===== config.mk =====
export PLATFORM = sky130hd
export DESIGN_NAME = trimmed_mean_slider_filter_top
export DESIGN_NICKNAME = d
export VERILOG_FILES = /design/src/rtl/core/tmsf_pkg.sv /design/src/rtl/core/trimmed_mean_slider_filter_top.sv
export SDC_FILE = /design/constraint.sdc
export NUM_CORES = 1
export LEC_CHECK = 0
export BUFFER_PORTS_ARGS = -buffer_cell sky130_fd_sc_hd__buf_4
export CORE_MARGIN = 2
export CORE_UTILIZATION = 40
export DETAILED_ROUTE_END_ITERATION = 8
export GPL_TIMING_DRIVEN = 0
export PLACE_DENSITY_LB_ADDON = 0.05
export SLEW_MARGIN = 20
export SYNTH_ARGS = -nofsm -noshare
export SYNTH_HDL_FRONTEND = slang
export SYNTH_SLANG_ARGS = --single-unit
export TNS_END_PERCENT = 5

===== constraint.sdc =====
create_clock -name clk -period 50.2 [get_ports clk]
set_input_delay 5.02 -clock clk [delete_from_list [all_inputs] [get_ports clk]]
set_output_delay 5.02 -clock clk [all_outputs]
set_load 0.02 [all_outputs]

===== src/rtl/core/tmsf_pkg.sv =====
// Package for the trimmed-mean slider filter: sizes, constants and the divide reciprocal.
package tmsf_pkg;

  localparam int WINDOW_LEN  = 8;
  localparam int SAMPLE_BITS = 16;
  localparam int OUT_BITS    = 16;
  localparam int CFG_BITS    = 16;
  localparam int PTR_BITS    = $clog2(WINDOW_LEN);
  localparam int CNT_BITS    = 4;

  localparam logic [CFG_BITS-1:0] CEILING_RESET = CFG_BITS'(1000);
  localparam logic [CNT_BITS-1:0] SETTLE_TARGET = CNT_BITS'(8);

  // Width of the trimmed sum: enough for WINDOW_LEN full-scale samples.
  localparam int TRIM_BITS = SAMPLE_BITS + $clog2(WINDOW_LEN);
  localparam int DIVISOR   = WINDOW_LEN - 2;

  // Division by DIVISOR as a multiply by a rounded-up reciprocal and a shift.
  // The extra shift bits keep the quotient exact over the full trimmed range.
  localparam int DIV_SHIFT = TRIM_BITS + $clog2(DIVISOR);
  localparam int MULT_BITS = TRIM_BITS + 1;
  localparam longint unsigned DIV_MULT_L =
    ((64'd1 << DIV_SHIFT) + 64'(DIVISOR) - 64'd1) / 64'(DIVISOR);
  localparam logic [MULT_BITS-1:0] DIV_MULT = DIV_MULT_L[MULT_BITS-1:0];
  localparam int PROD_BITS = TRIM_BITS + MULT_BITS;

  localparam logic [SAMPLE_BITS-1:0] SAMPLE_MAX = '1;

  typedef logic [SAMPLE_BITS-1:0] sample_t;
  typedef logic [TRIM_BITS-1:0]   trim_t;

endpackage


===== src/rtl/core/trimmed_mean_slider_filter_top.sv =====
// Top level of the trimmed-mean slider filter: window ring, trimmed sum, divide and settle logic.

// Returns one result per accepted slider sample, in order; each result is registered in the
// window, trimmed-sum and output stages. An accepted sample overwrites the oldest of eight
// window entries. The next stage sums the window and drops the largest entry and the smaller
// of the smallest entry and cfg min ceiling (1000 after reset). The last stage divides by six
// with a reciprocal multiply, saturates, and updates the settle counter. filtered stays 0 and
// settled low until eight nonzero means have come in a row. The rate is one request per cycle
// while out_stall is low: each of the three register stages loads as soon as the stage after
// it frees. A stalled output holds its request while the two earlier stages keep filling.
module trimmed_mean_slider_filter_top
  import tmsf_pkg::*;
(
  input  logic                   clk,
  input  logic                   rst_n,
  input  logic                   cfg_wr_en,
  input  logic [CFG_BITS-1:0]    cfg_wr_data,
  input  logic                   in_valid,
  output logic                   in_stall,
  input  logic [SAMPLE_BITS-1:0] in_sample,
  output logic                   out_valid,
  input  logic                   out_stall,
  output logic [OUT_BITS-1:0]    out_filtered,
  output logic                   out_settled
);

  logic [CFG_BITS-1:0] ceiling_r;
  sample_t             window_r [WINDOW_LEN];
  logic [PTR_BITS-1:0] wr_ptr_r;
  logic                s1_valid_r;
  logic                s2_valid_r;
  trim_t               trim_r;
  logic                out_valid_r;
  logic [OUT_BITS-1:0] out_filtered_r;
  logic                out_settled_r;
  logic [CNT_BITS-1:0] settle_cnt_r;
  logic [CNT_BITS-1:0] settle_cnt_nxt;

  logic                 in_accept;
  logic                 s2_load;
  logic                 s3_load;
  trim_t                trim_nxt;
  logic [PROD_BITS-1:0] prod;
  trim_t                quot;
  sample_t              mean;
  logic                 settled_nxt;

  assign s3_load   = s2_valid_r && (!out_valid_r || !out_stall);
  assign s2_load   = s1_valid_r && (!s2_valid_r || s3_load);
  // The window may change only once the previous snapshot has moved on.
  assign in_stall  = s1_valid_r && !s2_load;
  assign in_accept = in_valid && !in_stall;

  always_ff @(posedge clk) begin
    if (!rst_n) begin
      ceiling_r <= CEILING_RESET;
    end else if (cfg_wr_en) begin
      ceiling_r <= cfg_wr_data;
    end
  end

  always_ff @(posedge clk) begin
    if (!rst_n) begin
      for (int i = 0; i < WINDOW_LEN; i++) begin
        window_r[i] <= '0;
      end
      wr_ptr_r <= '0;
    end else if (in_accept) begin
      window_r[wr_ptr_r] <= in_sample;
      if (wr_ptr_r == PTR_BITS'(WINDOW_LEN - 1)) begin
        wr_ptr_r <= '0;
      end else begin
        wr_ptr_r <= wr_ptr_r + PTR_BITS'(1);
      end
    end
  end

  // Sum, largest entry and clamped smallest entry of the window snapshot.
  always_comb begin
    trim_t   sum;
    sample_t hi;
    sample_t lo;
    sum = '0;
    hi  = '0;
    lo  = sample_t'(ceiling_r);
    for (int i = 0; i < WINDOW_LEN; i++) begin
      sum = sum + trim_t'(window_r[i]);
      if (window_r[i] > hi) begin
        hi = window_r[i];
      end
      if (window_r[i] < lo) begin
        lo = window_r[i];
      end
    end
    trim_nxt = sum - trim_t'(hi) - trim_t'(lo);
  end

  always_ff @(posedge clk) begin
    if (!rst_n) begin
      s1_valid_r <= 1'b0;
      s2_valid_r <= 1'b0;
    end else begin
      if (in_accept) begin
        s1_valid_r <= 1'b1;
      end else if (s2_load) begin
        s1_valid_r <= 1'b0;
      end
      if (s2_load) begin
        s2_valid_r <= 1'b1;
      end else if (s3_load) begin
        s2_valid_r <= 1'b0;
      end
    end
  end

  always_ff @(posedge clk) begin
    if (s2_load) begin
      trim_r <= trim_nxt;
    end
  end

  assign prod = PROD_BITS'(trim_r) * PROD_BITS'(DIV_MULT);
  assign quot = trim_t'(prod[PROD_BITS-1:DIV_SHIFT]);
  assign mean = (quot > trim_t'(SAMPLE_MAX)) ? SAMPLE_MAX : quot[SAMPLE_BITS-1:0];

  always_comb begin
    if (mean == '0) begin
      settle_cnt_nxt = '0;
    end else if (settle_cnt_r < SETTLE_TARGET) begin
      settle_cnt_nxt = settle_cnt_r + CNT_BITS'(1);
    end else begin
      settle_cnt_nxt = settle_cnt_r;
    end
  end

  assign settled_nxt = settle_cnt_nxt >= SETTLE_TARGET;

  always_ff @(posedge clk) begin
    if (!rst_n) begin
      settle_cnt_r <= '0;
      out_valid_r  <= 1'b0;
    end else begin
      if (s3_load) begin
        settle_cnt_r <= settle_cnt_nxt;
        out_valid_r  <= 1'b1;
      end else if (!out_stall) begin
        out_valid_r  <= 1'b0;
      end
    end
  end

  always_ff @(posedge clk) begin
    if (s3_load) begin
      out_filtered_r <= settled_nxt ? mean[OUT_BITS-1:0] : '0;
      out_settled_r  <= settled_nxt;
    end
  end

  assign out_valid    = out_valid_r;
  assign out_filtered = out_filtered_r;
  assign out_settled  = out_settled_r;

  // An accepted sample lands in the slot the pointer named.
  a_window_write: assert property (@(posedge clk) disable iff (!rst_n)
    in_accept |=> window_r[$past(wr_ptr_r)] == $past(in_sample))
    else $error("sample not written at the write pointer");

  // A settled result goes with a full settle count.
  a_settled_count: assert property (@(posedge clk) disable iff (!rst_n)
    out_valid_r && out_settled_r |-> settle_cnt_r == SETTLE_TARGET)
    else $error("settled flag without a full settle count");

  // An unsettled result carries zero.
  a_unsettled_zero: assert property (@(posedge clk) disable iff (!rst_n)
    out_valid_r && !out_settled_r |-> out_filtered_r == '0)
    else $error("unsettled result is not zero");

  // The trimmed sum never exceeds seven full-scale samples.
  a_trim_range: assert property (@(posedge clk) disable iff (!rst_n)
    s2_valid_r |-> trim_r <= trim_t'(SAMPLE_MAX) * trim_t'(WINDOW_LEN - 1))
    else $error("trimmed sum out of range");

endmodule

==> reports/results.tsv <==
stage	metric	value	unit
setup_path	critical_path_peak_fanout	10	
run_status	outcome	completed	
cts	clock-sinks	190	
cts	htreeDepth	4	
drt	via_count	19000	
place	io_buffers	53	
timing	drv_slew	0	
setup_path	ff2ff_setup_slack	20.59	ns
die	die-height	254	um
drt	viasPerCell	5.33	
timing	period_minus_slack	29.61	ns
cts	cts_root_buf	clkbuf_16	
die	initial_utilization	40.5	%
drt	dr.pass1.iters	5	
cts	clk_pin_slew	0.07	ns
setup_path	cp.required	50.44	ns
timing	finalHoldViolCount	0	
timing	fmax	0.0338	GHz
setup_path	crit_path_start_kind	flip-flop	
synthesis	async_flop_share	0	%
flow_run	drv_cap	0	
die	die_area	64600	um2
global_routing	first_global_vias	19200	
global_routing	grt_max_degree	19	
timing	max_slew.worst_pin.slew	1.03	ns
synthesis	post_synth_mux_area_share	3.83	%
synthesis	avgSynthCellArea	9.50	um2
die	core-area	61800	um2
drt	remaining_drc_errors	0	
global_routing	antenna_found_initial	2	
timing	clock_skew	0.0215	ns
cts	cts_tree	built	
setup_path	cp.arrival	29.85	ns
synthesis	yosys_register_bits	190	
place	gp_congestion	0.939	
cells_and_area	nets	3361	
global_routing	grt_overflow_total	0	
setup_path	cp_slowest_stage_delay	0.78	ns
synthesis	synth_nets	3282	
setup_path	end_kind	flip-flop	
setup_path	critPathKind	reg -> reg	
synthesis	netlist-cell-type-count	85	
cells_and_area	n_fill_cell	6030	
die	num_rows	91	
synthesis	synth_warnings	0	
timing	slew_headroom	31.4	%
place	post-dp-hpwl	69000	um
synthesis	synth_edf_count	164	
synthesis	synth_top_family_by_area	adder cells	
timing	rsz0062_at_grt	no	
synthesis	synthAdderAreaFrac	37.5	%
die	ios	56	
die	fp.dieW	254	um
cts	numCtsBuffers	17	
synthesis	yosys.area_share.simple	12.8	%
cts	clk_latency	0.51	ns
cells_and_area	area.growth.synth_to_final	8.78	%
setup_path	critical_path.most_common_cell	a21o_1	
drt	routedWlPerCell	22.3	um
global_routing	grt_pass1_wl	120000	um
setup_path	cp_slowest_cell	a22oi_1	
global_routing	grt_util_all_layers	25.5	%
synthesis	ys.flop_type	edfxtp_1	
cells_and_area	multi_input_area	17500	um2
timing	setup_viol	0	
cells_and_area	post-route-util	44.0	%
cells_and_area	stdcell_area	27200	um2
cts	postCtsSetupBuffers	0	
synthesis	synth_compound_area_share	14.3	%
synthesis	ys_seq_area_share	21.8	%
drt	first_iter_violations	1218	
place	dpl_cell_area	26600	um2
cells_and_area	drive_above_1_share	6.12	%
drt	wl	79700	um
cts	cts_resized	0	
hold_path	hold_class	reg -> reg	
synthesis	synth_xor_xnor_area_share	1.22	%
cts	hold_buffers	0	
synthesis	syn_inst	2635	
timing	setup_tns	0	ns
synthesis	netlist_area	25000	um2
cts	ctsLongestPathBuffers	2	
drt	detail-route-antenna-nets	0	
cells_and_area	regArea	5450	um2
timing	post-route-period-util	59.0	%
per-stage QoR:
stage	setup WS, ns	hold WS [ns]	instances
detailed placement	21.53	0.478	3532
global route	18.60	0.534	3564
floorplan	28.11	0.454	2635
CTS	21.35	0.501	3564
global placement	21.69	0.463	3525
finish	20.59	0.499	3568
synthesized netlist by cell type (4+ instances only):
cell,n,area share (%)
a2111oi_0,6,0.21
nor2_1,141,2.1
o21ai_1,4,0.080
a21o_1,87,2.6
mux2i_4,8,0.72
a21boi_0,9,0.27
nand2b_1,27,0.67
and2_1,155,3.9
dfxtp_1,26,2.1
and3_1,13,0.32
mux2i_1,48,1.9
a211o_1,12,0.42
clkbuf_1,46,0.69
nand4_1,42,1.0
buf_2,6,0.12
a211oi_1,8,0.24
inv_1,501,7.5
a21oi_1,149,3.0
a31oi_1,32,0.80
ha_1,382,19
and4_1,6,0.21
o21a_1,35,1.0
fa_1,228,18
nand2_1,114,1.7
nor2b_1,44,1.1
edfxtp_1,164,20
xnor2_1,22,0.77
nand3_2,7,0.28
nor3_1,13,0.26
mux2_2,22,0.99
o31ai_1,5,0.15
nor4_1,7,0.17
o22ai_1,5,0.12
o211ai_1,48,1.4
maj3_1,4,0.16
o21ai_0,93,1.9
xor2_1,13,0.45
nand3_1,26,0.52
cells in the final DEF, fill, tap and decap left out, types with 12 or more instances in the layout:
| master | instances |
|---|---|
| a211o_1 | 12 |
| a21o_1 | 87 |
| a21oi_1 | 149 |
| a31oi_1 | 32 |
| and2_1 | 155 |
| and3_1 | 13 |
| buf_4 | 55 |
| clkbuf_1 | 47 |
| clkbuf_16 | 17 |
| dfxtp_1 | 26 |
| edfxtp_1 | 164 |
| fa_1 | 228 |
| ha_1 | 382 |
| inv_1 | 501 |
| mux2_2 | 22 |
| mux2i_1 | 48 |
| nand2_1 | 114 |
| nand2b_1 | 27 |
| nand3_1 | 26 |
| nand4_1 | 42 |
| nor2_1 | 141 |
| nor2b_1 | 43 |
| nor3_1 | 13 |
| o211ai_1 | 48 |
| o21a_1 | 35 |
| o21ai_0 | 87 |
| xnor2_1 | 22 |
| xor2_1 | 13 |
critical path, delay by kind of cell (launching register included):
family,cells,cell delay (ns)
XOR/XNOR,1,0.39
buffers and inverters,17,4.76
AO/OA/AOI/OAI,60,14.17
multiplexers,2,0.58
AND/OR/NAND/NOR,24,3.33
flip-flops,1,0.56
adder cells (fa/ha/maj),14,5.50
sequential cells by signal (all words and copies together), names as in the netlist:
| register | cells |
|---|---|
| out_valid | 1 |
| s2_valid_r | 1 |
| s1_valid_r | 1 |
| out_settled | 1 |
| window_r | 128 |
| settle_cnt_r | 4 |
| ceiling_r | 16 |
| out_filtered | 16 |
| wr_ptr_r | 3 |
| trim_r | 19 |
logic make-up (layout without fill, tap and decap cells):
kind of cell | count (synthesis) | in the layout
compound gates | 543 | 543
xor+xnor | 35 | 35
fa+ha+maj | 614 | 614
buf+inv | 560 | 652
flops | 190 | 190
mux | 82 | 82
other cells | 0 | 4
simple gates | 611 | 611
final cells by class:
cell class | count | share of cell area (%)
tap | 837 | 3.85
timing repair buffer | 60 | 1.81
buffer | 59 | 1.01
inverter | 501 | 6.91
clock inverter | 14 | 0.671
antenna | 4 | 0.0368
clock buffer | 18 | 1.58
multi-input combinational | 1885 | 64.1
sequential | 190 | 20.0
worst paths after layout:
check / from / to / depth (start not counted)
setup / recovery: window_r[0][9] / trim_r[17] / 118
hold reg to reg: s1_valid_r / s2_valid_r / 1
setup reg to reg: window_r[0][9] / trim_r[17] / 118
hold / removal: s1_valid_r / s2_valid_r / 1
metal layers:
| layer | vias to the layer above | share of wire (%) | GRT usage [%] |
|---|---|---|---|
| li1 | 9146 | - | - |
| met1 | 9374 | 44 | 33.0 |
| met2 | 397 | 49 | 44.5 |
| met3 | 87 | 3.6 | 2.48 |
| met4 | 0 | 3.0 | 8.61 |
| met5 | - | 0 | 0 |
Power is not shown: default switching activity piles up to over one toggle a cycle in this logic, so the estimate is an artifact.
